==> config.mk <==
export PLATFORM = sky130hd
export DESIGN_NAME = lin_schedule_table_sequencer
export DESIGN_NICKNAME = d
export VERILOG_FILES = /design/src/hdl/lsts_pkg.sv /design/src/hdl/lsts_front.sv /design/src/hdl/lsts_queue.sv /design/src/hdl/lsts_back.sv /design/src/hdl/lin_schedule_table_sequencer.sv
export SDC_FILE = /design/constraint.sdc
export NUM_CORES = 1
export LEC_CHECK = 0
export ABC_AREA = 0
export BUFFER_PORTS_ARGS = -buffer_cell sky130_fd_sc_hd__buf_2
export CELL_PAD_IN_SITES_DETAIL_PLACEMENT = 1
export CELL_PAD_IN_SITES_GLOBAL_PLACEMENT = 1
export CORE_UTILIZATION = 47
export DETAILED_ROUTE_END_ITERATION = 10
export PLACE_DENSITY = 0.78
export SLEW_MARGIN = 20
export SYNTH_ARGS = -nofsm -noshare
export SYNTH_HDL_FRONTEND = slang
export SYNTH_HIERARCHICAL = 1
export SYNTH_SLANG_ARGS = --single-unit
==> constraint.sdc <==
create_clock -name i_clk -period 5.51 [get_ports i_clk]
set_clock_uncertainty 0.1 [all_clocks]
set_input_delay 0.2755 -clock i_clk [delete_from_list [all_inputs] [get_ports i_clk]]
set_output_delay 0.2755 -clock i_clk [all_outputs]
set_load 0.005 [all_outputs]
==> src/hdl/lsts_pkg.sv <==
`default_nettype none

package lsts_pkg;

    localparam int STORE_DEPTH     = 16;
    localparam int MAX_ENTRIES_DEF = 16;
    localparam int IDX_W           = 4;
    localparam int COUNT_W         = 5;
    localparam int FTYPE_W         = 3;
    localparam int DELAY_W         = 16;
    localparam int CFG_IDX_W       = 1;
    localparam int CFG_DATA_W      = 16;
    localparam int QUEUE_DEPTH     = 2;

    localparam logic [FTYPE_W-1:0] FTYPE_MAX = 3'd4;

    localparam logic [CFG_IDX_W-1:0] CFG_CYCLIC        = 1'd0;
    localparam logic [CFG_IDX_W-1:0] CFG_DEFAULT_DELAY = 1'd1;

    typedef enum logic [2:0] {
        MODE_TICK   = 3'd0,
        MODE_START  = 3'd1,
        MODE_STOP   = 3'd2,
        MODE_PAUSE  = 3'd3,
        MODE_RESUME = 3'd4,
        MODE_APPEND = 3'd5,
        MODE_SET    = 3'd6,
        MODE_CLEAR  = 3'd7
    } t_mode;

    typedef enum logic [2:0] {
        EV_OK    = 3'd0,
        EV_REJ   = 3'd1,
        EV_EXEC  = 3'd2,
        EV_DONE  = 3'd3,
        EV_TABLE = 3'd4
    } t_event;

    typedef enum logic [1:0] {
        RUN_IDLE   = 2'd0,
        RUN_ACTIVE = 2'd1,
        RUN_PAUSED = 2'd2
    } t_run;

    typedef struct packed {
        logic [FTYPE_W-1:0] ftype;
        logic [DELAY_W-1:0] delay;
    } t_entry;

    typedef struct packed {
        t_event             ev;
        logic [IDX_W-1:0]   idx;
        logic [FTYPE_W-1:0] ftype;
    } t_result;

    typedef struct packed {
        logic    two;
        t_result r0;
        t_result r1;
        t_run    state;
    } t_group;

endpackage

`default_nettype wire

==> src/hdl/lsts_front.sv <==
`default_nettype none

module lsts_front
    import lsts_pkg::*;
#(
    parameter int MAX_ENTRIES = MAX_ENTRIES_DEF
) (
    input  wire logic               i_clk,
    input  wire logic               i_rst_n,
    input  wire logic               i_in_valid,
    output logic                    o_in_ready,
    input  wire logic [2:0]         i_mode,
    input  wire logic [IDX_W-1:0]   i_entry_index,
    input  wire logic [FTYPE_W-1:0] i_frame_type,
    input  wire logic [DELAY_W-1:0] i_delay_ticks,
    input  wire logic               i_cyclic,
    input  wire logic [DELAY_W-1:0] i_default_delay,
    input  wire logic               i_q_ready,
    output logic                    o_push,
    output t_group                  o_group
);

    localparam int CAP_INT = (MAX_ENTRIES < STORE_DEPTH) ? MAX_ENTRIES : STORE_DEPTH;
    localparam logic [COUNT_W-1:0] CAP = COUNT_W'(CAP_INT);

    t_entry               r_table [STORE_DEPTH];
    t_entry               r_cache;
    t_entry               n_cache;
    logic [COUNT_W-1:0]   r_count;
    logic [COUNT_W-1:0]   n_count;
    logic [IDX_W-1:0]     r_cur;
    logic [IDX_W-1:0]     n_cur;
    t_run                 r_state;
    t_run                 n_state;
    logic [DELAY_W-1:0]   r_el;
    logic [DELAY_W-1:0]   n_el;

    logic                 accept;
    logic                 wr_en;
    logic [IDX_W-1:0]     rd_addr;
    t_entry               rd_data;
    logic                 cur_valid;
    logic [COUNT_W-1:0]   nxt;
    logic                 at_end;
    logic [DELAY_W-1:0]   el_inc;
    logic [DELAY_W-1:0]   need;

    assign accept     = i_in_valid && i_q_ready;
    assign o_in_ready = i_q_ready;
    assign cur_valid  = {1'b0, r_cur} < r_count;
    assign nxt        = {1'b0, r_cur} + COUNT_W'(1);
    assign at_end     = nxt >= r_count;
    assign el_inc     = (r_el != '1) ? r_el + DELAY_W'(1) : r_el;
    assign need       = cur_valid ? r_cache.delay : i_default_delay;
    assign rd_addr    = (t_mode'(i_mode) == MODE_SET) ? i_entry_index :
                        (at_end ? '0 : nxt[IDX_W-1:0]);
    assign rd_data    = r_table[rd_addr];

    always_comb begin
        logic    a_v;
        logic    b_v;
        logic    is_cmd;
        t_result a_res;
        t_result b_res;
        t_event  ans;

        a_v     = 1'b0;
        b_v     = 1'b0;
        is_cmd  = 1'b1;
        ans     = EV_OK;
        a_res   = '{ev: EV_DONE, idx: r_cur, ftype: r_cache.ftype};
        b_res   = '{ev: EV_OK, idx: r_cur, ftype: '0};
        n_cache = r_cache;
        n_count = r_count;
        n_cur   = r_cur;
        n_state = r_state;
        n_el    = r_el;
        wr_en   = 1'b0;

        case (t_mode'(i_mode))
            MODE_TICK: begin
                is_cmd = 1'b0;
                if (r_state == RUN_ACTIVE) begin
                    if (el_inc < need) begin
                        n_el = el_inc;
                    end else begin
                        n_el = '0;
                        a_v  = cur_valid;
                        if (at_end && !i_cyclic) begin
                            n_state = RUN_IDLE;
                            b_v     = 1'b1;
                            b_res   = '{ev: EV_TABLE, idx: r_cur,
                                        ftype: cur_valid ? r_cache.ftype : '0};
                        end else begin
                            n_cur   = at_end ? '0 : nxt[IDX_W-1:0];
                            n_cache = rd_data;
                            b_v     = {1'b0, n_cur} < r_count;
                            b_res   = '{ev: EV_EXEC, idx: n_cur, ftype: rd_data.ftype};
                        end
                    end
                end
            end
            MODE_START: begin
                if (r_state != RUN_ACTIVE) begin
                    n_state = RUN_ACTIVE;
                    n_el    = '0;
                    a_v     = cur_valid;
                    a_res   = '{ev: EV_EXEC, idx: r_cur, ftype: r_cache.ftype};
                end
            end
            MODE_STOP: begin
                if (r_state == RUN_ACTIVE) begin
                    n_state = RUN_IDLE;
                end else begin
                    ans = EV_REJ;
                end
            end
            MODE_PAUSE: begin
                if (r_state == RUN_ACTIVE) begin
                    n_state = RUN_PAUSED;
                end else begin
                    ans = EV_REJ;
                end
            end
            MODE_RESUME: begin
                if (r_state == RUN_PAUSED) begin
                    n_state = RUN_ACTIVE;
                    n_el    = '0;
                end else begin
                    ans = EV_REJ;
                end
            end
            MODE_APPEND: begin
                if (r_count >= CAP || i_frame_type > FTYPE_MAX) begin
                    ans = EV_REJ;
                end else begin
                    wr_en   = 1'b1;
                    n_count = r_count + COUNT_W'(1);
                    if (r_count == {1'b0, r_cur}) begin
                        n_cache = '{ftype: i_frame_type, delay: i_delay_ticks};
                    end
                end
            end
            MODE_SET: begin
                if ({1'b0, i_entry_index} >= r_count || r_state == RUN_ACTIVE) begin
                    ans = EV_REJ;
                end else begin
                    n_cur   = i_entry_index;
                    n_cache = rd_data;
                end
            end
            MODE_CLEAR: begin
                if (r_state == RUN_ACTIVE) begin
                    ans = EV_REJ;
                end else begin
                    n_count = '0;
                    n_cur   = '0;
                    n_el    = '0;
                end
            end
            default: begin
                is_cmd = 1'b0;
            end
        endcase

        if (is_cmd) begin
            b_v   = 1'b1;
            b_res = '{ev: ans, idx: n_cur,
                      ftype: ({1'b0, n_cur} < n_count) ? n_cache.ftype : '0};
        end

        o_group.two   = a_v && b_v;
        o_group.r0    = a_v ? a_res : b_res;
        o_group.r1    = b_res;
        o_group.state = n_state;
        o_push        = accept && (a_v || b_v);
    end

    always_ff @(posedge i_clk) begin
        if (!i_rst_n) begin
            r_count <= '0;
            r_cur   <= '0;
            r_state <= RUN_IDLE;
            r_el    <= '0;
        end else if (accept) begin
            r_count <= n_count;
            r_cur   <= n_cur;
            r_state <= n_state;
            r_el    <= n_el;
        end
    end

    always_ff @(posedge i_clk) begin
        if (accept) begin
            r_cache <= n_cache;
            if (wr_en) begin
                r_table[r_count[IDX_W-1:0]] <= '{ftype: i_frame_type, delay: i_delay_ticks};
            end
        end
    end

endmodule

`default_nettype wire

==> src/hdl/lsts_queue.sv <==
`default_nettype none

module lsts_queue
    import lsts_pkg::*;
(
    input  wire logic   i_clk,
    input  wire logic   i_rst_n,
    input  wire logic   i_push,
    input  wire t_group i_data,
    output logic        o_ready,
    output logic        o_valid,
    input  wire logic   i_pop,
    output t_group      o_data
);

    localparam int PTR_W = $clog2(QUEUE_DEPTH);

    t_group           r_mem [QUEUE_DEPTH];
    logic [PTR_W-1:0] r_wr;
    logic [PTR_W-1:0] r_rd;
    logic [PTR_W:0]   r_cnt;
    logic             do_push;
    logic             do_pop;

    assign o_ready = r_cnt != (PTR_W + 1)'(QUEUE_DEPTH);
    assign o_valid = r_cnt != '0;
    assign o_data  = r_mem[r_rd];
    assign do_push = i_push && o_ready;
    assign do_pop  = i_pop && o_valid;

    always_ff @(posedge i_clk) begin
        if (!i_rst_n) begin
            r_wr  <= '0;
            r_rd  <= '0;
            r_cnt <= '0;
        end else begin
            if (do_push) begin
                r_wr <= r_wr + PTR_W'(1);
            end
            if (do_pop) begin
                r_rd <= r_rd + PTR_W'(1);
            end
            if (do_push && !do_pop) begin
                r_cnt <= r_cnt + (PTR_W + 1)'(1);
            end else if (do_pop && !do_push) begin
                r_cnt <= r_cnt - (PTR_W + 1)'(1);
            end
        end
    end

    always_ff @(posedge i_clk) begin
        if (do_push) begin
            r_mem[r_wr] <= i_data;
        end
    end

endmodule

`default_nettype wire

==> src/hdl/lsts_back.sv <==
`default_nettype none

module lsts_back
    import lsts_pkg::*;
(
    input  wire logic          i_clk,
    input  wire logic          i_rst_n,
    input  wire logic          i_q_valid,
    input  wire t_group        i_q_data,
    output logic               o_pop,
    output logic               o_out_valid,
    input  wire logic          i_out_ready,
    output logic [2:0]         o_event_res,
    output logic [IDX_W-1:0]   o_slot_index,
    output logic [FTYPE_W-1:0] o_slot_type,
    output logic [1:0]         o_run_state,
    output logic               o_last
);

    logic    r_busy;
    logic    r_phase;
    t_group  r_grp;
    t_result cur;
    logic    is_last;
    logic    take;

    assign cur     = r_phase ? r_grp.r1 : r_grp.r0;
    assign is_last = !r_grp.two || r_phase;
    assign take    = r_busy && i_out_ready;
    assign o_pop   = i_q_valid && (!r_busy || (take && is_last));

    assign o_out_valid  = r_busy;
    assign o_event_res  = cur.ev;
    assign o_slot_index = cur.idx;
    assign o_slot_type  = cur.ftype;
    assign o_run_state  = r_grp.state;
    assign o_last       = is_last;

    always_ff @(posedge i_clk) begin
        if (!i_rst_n) begin
            r_busy  <= 1'b0;
            r_phase <= 1'b0;
        end else if (o_pop) begin
            r_busy  <= 1'b1;
            r_phase <= 1'b0;
        end else if (take) begin
            if (is_last) begin
                r_busy  <= 1'b0;
                r_phase <= 1'b0;
            end else begin
                r_phase <= 1'b1;
            end
        end
    end

    always_ff @(posedge i_clk) begin
        if (o_pop) begin
            r_grp <= i_q_data;
        end
    end

endmodule

`default_nettype wire

==> src/hdl/lin_schedule_table_sequencer.sv <==
// The first result of an item is written to the queue, then to the output stage's group register,
// before it can be taken. Throughput: one item per cycle while the queue has room. An item with two
// results holds the output until both are taken, a two-entry queue between the command decoder and
// the output stage absorbs it, and the input stalls only while that queue is full.
// Reset is synchronous and active low; it clears run state, index, entry count, elapsed
// count and configuration. Table entries are undefined until appended.
`default_nettype none

module lin_schedule_table_sequencer
    import lsts_pkg::*;
#(
    parameter int MAX_ENTRIES = MAX_ENTRIES_DEF
) (
    input  wire logic                  i_clk,
    input  wire logic                  i_rst_n,
    input  wire logic                  i_in_valid,
    output logic                       o_in_ready,
    input  wire logic [2:0]            i_mode,
    input  wire logic [IDX_W-1:0]      i_entry_index,
    input  wire logic [FTYPE_W-1:0]    i_frame_type,
    input  wire logic [DELAY_W-1:0]    i_delay_ticks,
    output logic                       o_out_valid,
    input  wire logic                  i_out_ready,
    output logic [2:0]                 o_event_res,
    output logic [IDX_W-1:0]           o_slot_index,
    output logic [FTYPE_W-1:0]         o_slot_type,
    output logic [1:0]                 o_run_state,
    output logic                       o_last,
    input  wire logic                  i_cfg_wr_en,
    input  wire logic [CFG_IDX_W-1:0]  i_cfg_index,
    input  wire logic [CFG_DATA_W-1:0] i_cfg_data
);

    logic               r_cyclic;
    logic [DELAY_W-1:0] r_default_delay;
    logic               q_ready;
    logic               q_valid;
    logic               push;
    logic               pop;
    t_group             push_data;
    t_group             pop_data;

    always_ff @(posedge i_clk) begin
        if (!i_rst_n) begin
            r_cyclic        <= 1'b0;
            r_default_delay <= '0;
        end else if (i_cfg_wr_en) begin
            case (i_cfg_index)
                CFG_CYCLIC: begin
                    r_cyclic <= i_cfg_data[0];
                end
                CFG_DEFAULT_DELAY: begin
                    r_default_delay <= i_cfg_data[DELAY_W-1:0];
                end
                default: begin
                end
            endcase
        end
    end

    lsts_front #(
        .MAX_ENTRIES (MAX_ENTRIES)
    ) u_front (
        .i_clk           (i_clk),
        .i_rst_n         (i_rst_n),
        .i_in_valid      (i_in_valid),
        .o_in_ready      (o_in_ready),
        .i_mode          (i_mode),
        .i_entry_index   (i_entry_index),
        .i_frame_type    (i_frame_type),
        .i_delay_ticks   (i_delay_ticks),
        .i_cyclic        (r_cyclic),
        .i_default_delay (r_default_delay),
        .i_q_ready       (q_ready),
        .o_push          (push),
        .o_group         (push_data)
    );

    lsts_queue u_queue (
        .i_clk   (i_clk),
        .i_rst_n (i_rst_n),
        .i_push  (push),
        .i_data  (push_data),
        .o_ready (q_ready),
        .o_valid (q_valid),
        .i_pop   (pop),
        .o_data  (pop_data)
    );

    lsts_back u_back (
        .i_clk        (i_clk),
        .i_rst_n      (i_rst_n),
        .i_q_valid    (q_valid),
        .i_q_data     (pop_data),
        .o_pop        (pop),
        .o_out_valid  (o_out_valid),
        .i_out_ready  (i_out_ready),
        .o_event_res  (o_event_res),
        .o_slot_index (o_slot_index),
        .o_slot_type  (o_slot_type),
        .o_run_state  (o_run_state),
        .o_last       (o_last)
    );

endmodule

`default_nettype wire

Yosys cells after proc, flatten, opt, wreduce, memory -nomap -nowiden:

Memories as Yosys holds them, arrays and structs flattened. A register that Yosys moved wholly into a read port is not among the register bits.
Cells that the tools add are included.

* register bits: 69
* latch bits: 0
* memory bits (writable): 350
* memory bits (read-only): 0
* input port bits: 48
* output and inout bits: 15
* logic and storage cells: 160
* memories kept: 2

* add/subtract/negate cells: 7
* multipliers: 0
* div/mod/pow operators: 0
* order comparisons: 8
* equal/unequal tests: 22
* shift operators: 0
* multiplexer cells: 71
* bitwise logic cells: 2
* reduce and logical (&&, ||, !) cells: 35

Memory list
* u_front.r_table: depth 16, width 19, rd ports 1, clocked after Yosys merged registers in 0, wr ports 1, RTL line lsts_front.sv:26 `t_entry r_table [STORE_DEPTH];`
* u_queue.r_mem: depth 2, width 23, rd ports 1, clocked after Yosys merged registers in 1, wr ports 1, RTL line lsts_queue.sv:18 `t_group r_mem [QUEUE_DEPTH];`

Operators with widths (number)
* 19-bit two-way mux: 6
* 16-bit two-way mux: 7
* 10-bit two-way mux: 7
* 16-bit case mux with 4 select lines: 1
* 19-bit case mux with 3 select lines: 1
* 4-bit two-way mux: 7
* 1-bit two-way mux: 23
* 2-bit two-way mux: 9
* 16-bit by 1-bit adder with 16-bit output, second input constant: 1
* 16-bit less-than comparator: 1
* 16-bit != test, second input constant: 1
* 4-bit by 5-bit less-than comparator with 1-bit output: 3
* 3-bit case mux with 5 select lines: 1
* 3-bit == test, second input constant: 4
* 2-bit != test, second input constant: 6
* 4-bit case mux with 3 select lines: 1
* 1-bit logical AND: 11
* 5-bit two-way mux: 2
* 2-bit by 1-bit != test with 1-bit output, second input constant: 5
* 2-bit case mux with 5 select lines: 1
* 5-bit case mux with 2 select lines: 1
* 8-bit two-way mux: 1
* 8-bit AND reduction: 1
* 2-bit nonzero test: 4
* 25 further kinds: 40

Depth between registers and ports, before layout:

* word-level depth: 15
* depth in mapped cells: 25
* depth with buffers taken out: 23

By module:

Netlist, hierarchy kept.

Modules (own cells, without submodules)
* lsts_front: instances 1, cells each 1320, area an instance 16420.7 µm², seq. area each 10239.8 µm²
* lsts_queue: instances 1, cells each 95, area an instance 1893.1 µm², seq. area each 1481.4 µm²
* lsts_back: instances 1, cells each 47, area an instance 977.2 µm², seq. area each 730.7 µm²
* lin_schedule_table_sequencer: instances 1, cells each 79, area an instance 725.7 µm², seq. area each 340.3 µm²

Worst setup path before layout:

Ideal clock, no wire load.

* path type: flip-flop to flip-flop
* start: reg u_front.r_count[2]
* end: mem u_queue/r_mem[0][12] (netlist name) (data pin)
* setup time: 0.163 ns
* data arrival time: 5.448 ns
* required time: 5.247 ns
* slack: -0.201 ns
* stages on the path, launching flop included: 24
* path buffers: 3
* clock period less this slack: 5.711 ns
* path through: dfxtp_1 clkbuf_1 inv_1 ha_1 nand3_1 a31oi_1 clkbuf_1 clkbuf_1 mux2i_1 ha_1 a21oi_1 o211ai_1 o2111ai_1 o31ai_4 a21oi_2 a21o_1 a221o_1 ha_1 a21o_1 a21oi_1 nand4_1 nand2_1 a21bo_1 a31oi_1

RTL lines
* start: declaration: RTL line lsts_front.sv:29 `logic [COUNT_W-1:0] r_count;`
* start signal: assignment: RTL line lsts_front.sv:186 `r_count <= n_count;`
* end: declaration: RTL line lsts_queue.sv:18

==> out/metrics.cfg <==
[sta]
hold_viol = 0
fin_hold_ws_ns = 0.03088
max_slew_margin_pct = 29.15
tightestPinTransition_ns = 1.061
fin_crit_ns = 5.334
clock.fmax_mhz = 187.5
fin_crit_sh_pct = 96.80
slew_viol_final = 0
setup_viol = 0

[setup_path]
path_max_fanout = 9
setup.worst_path.class = reg -> reg
endpoint_kind = register
cp.arrival_ns = 5.64
startpoint_type = register
path_cells = and4_4 > nand2_2 > or4_4 > buf_4 > nand2_1 > nor3_2 > nand3_1 > xnor2_1 > ha_1 > a21oi_1 > o21ai_1 > a221oi_2 > nand2b_4 > o31ai_4 > buf_4 > and3_1 > a221o_1 > ha_1 > a21o_1 > a21oi_2 > nand4_1 > nand2_2 > a21bo_1 > a31oi_1
critPathRequiredTime_ns = 5.81
max_stage_delay_ns = 0.51
critPathSlowestCell = or4_4

[layout]
area_delta_synth_final_pct = 14.43
drive_gt1_share_pct = 17.27
nNetsFinal = 1732
postLayoutCoreUtil_pct = 54.61
final_cells = 2220

[route]
drtIter0Drc = 989
wirelength_microns = 52970
dr.pass1.iters = 5
drc = 0
ant_nets = 0
drt-wirelength-per-cell_microns = 23.86
via_per_inst = 5.995
vias = 13310

[power_and_ir_drop]
finalPower_w = 0.009489
p_per_area_nw_per_um2 = 414.3
irDropWorstVdd_v = 0.0003495
leakagePower_nw = 8.035

[logic_synthesis]
async_flop_share_pct = 0
yosysSeqAreaShare_pct = 63.91
synth_nets = 1630
synth_edf_count = 392
yosysMostFrequentCell = edfxtp_1
avgSynthCellArea_sq_um = 12.99
synth_top_area_share_pct = 58.81
synth_area_leader_cell = edfxtp_1
syn_inst = 1541
yosysWarningCount = 6
synth.area.top_cells = edfxtp_1 59%, dfxtp_1 5.1%, nand2_1 4.0%
synth_ff_type = edfxtp_1
post_synth_num_cell_types = 81
ys_ff_latch = 443
yosys-top-cells-count = 392 x edfxtp_1, 212 x nand2_1, 97 x a211oi_1
synth_area_sq_um = 20020

[floorplanning]
io-pin-count = 63
core_area_sq_um = 41950
die_w_microns = 208.4
die_area_sq_um = 43420
die_h_microns = 208.4
start_util_pct = 47.72
num_rows = 75

[global_route]
grt_pass1_wl_microns = 80810
grt_pass1_vias = 14040
grt-ovfl-total = 0
use_met3_pct = 5.449
grt_max_degree = 162
grt_use_total_pct = 24.42
met1_usage_pct = 31.31
grtUsageMet2_pct = 40.93
antenna_found_initial = 2
busiest_layer = met2

[outcome]
status = finished, final reports clean

[job]
max_cap_viol_count = 0

[clocking]
h-tree-depth = 2
clockRootBuffer = clkbuf_16
cts_inserted_buffers = 46
cts_tree = yes
clk_path_buf_depth = 3
cts_sinks = 443
clk_pin_slew_worst_paths_ns = 0.06
insertion_delay_ns = 0.59

[place]
numPlacedInstances = 2093
hpwl_microns = 32050
portBuffers = 62
gp_congestion = 0.8616

[hold_path]
min_path_type = in -> reg

[through the flow]
stage	area (sq um)	TNS (ns)	setup slack, ns
detailed placement	21030	-0.1275	-0.02901
global placement	21030	0	0.2159
CTS	22830	0	0.01581
finish	22910	0	0.1763
floorplan	20020	0	0.1328
global route	22910	-0.04905	-0.01784
[registers in the layout, indices dropped and copies added, names as in the netlist, 4 cells and up, named ones only]
name             flops
u_front/r_table    304
u_queue/r_mem       46
u_back/r_grp        21
u_front/r_cache     19
r_default_delay     16
u_front/r_el        16
u_front/r_count      5
u_front/r_cur        4
[layer usage]
layer	up-vias	part of all wire, %
li1	6104	-
met1	6741	42
met2	356	49
met3	107	5.9
met4	0	2.8
met5	-	0
[placed cells by master (no fill, tap or decap), types with 9 or more instances in the layout]
cell type / n
nor2b_1: 81
clkbuf_1: 11
a22oi_1: 33
mux2_4: 9
o21ai_2: 11
buf_4: 50
mux2i_1: 35
ha_1: 41
nor2_1: 28
inv_1: 16
dlygate4sd3_1: 39
clkinv_1: 10
nor2_2: 12
nand2b_1: 15
a21o_1: 23
nand4_1: 22
nor3_1: 10
nand3_1: 16
o21ai_0: 22
clkbuf_16: 47
and2_1: 15
a21oi_1: 54
a31oi_1: 35
a311oi_1: 33
dfxtp_1: 49
edfxtp_1: 392
buf_2: 62
mux2_2: 29
a211oi_1: 97
xnor2_1: 11
nand2_1: 210
[cell families after synthesis]
group                      share of synthesized area, %
adders and majority gates                         2.563
muxes                                             4.057
and+or+nand+nor                                   11.47
xor gates and xnor gates                         0.7001
buffers and inverters                             3.057
DFF                                               63.91
AOI/OAI and AO/OA                                 14.25
[final timing paths]
path / from / end / slack (ns) / cells past startpoint
max: u_front/r_el[6]$_SDFFE_PN0P_ / u_queue/r_mem[1][13]$_DFFE_PP_ / 0.18 / 24
min: i_frame_type[1] / u_front/r_table[10][17]$_DFFE_PP_ / 0.03 / 1
max reg2reg: u_front/r_el[6]$_SDFFE_PN0P_ / u_queue/r_mem[1][13]$_DFFE_PP_ / 0.18 / 24
min reg2reg: r_default_delay[2]$_SDFFE_PN0P_ / r_default_delay[2]$_SDFFE_PN0P_ / 0.36 / 2
[area by class of cell]
type,count,area (sq um)
Fill cell,4170,19040
Sequential cell,443,12790
Multi-Input combinational cell,979,6777
Clock buffer,59,1231
Timing Repair Buffer,157,1196
Tap cell,539,674.4
Clock inverter,25,167.7
Inverter,16,60.06
Antenna cell,2,5.005
[where the power goes]
part	switching, W	internal (W)	leakage [nW]
sequential	0.000114	0.00392	3.98
clock	0.00129	0.00163	0.679
combinational	0.00158	0.000946	3.37
[critical path: cells and delay by family, from the launching register on]
family | cells | cell delay [ns]
xor+xnor | 1 | 0.15
compound gates | 9 | 1.77
flops | 1 | 0.38
buf+inv | 2 | 0.37
simple gates | 10 | 1.78
fa+ha+maj | 2 | 0.60
[timing repair]
item	CTS	global route
setup endpoints to repair	12	12
hold endpoints to repair	307	0
resized for setup	1	15
setup buffers	0	2
pin swaps	1	4
hold buffers	39	0
Note: power is estimated with default switching activity, not from simulation.
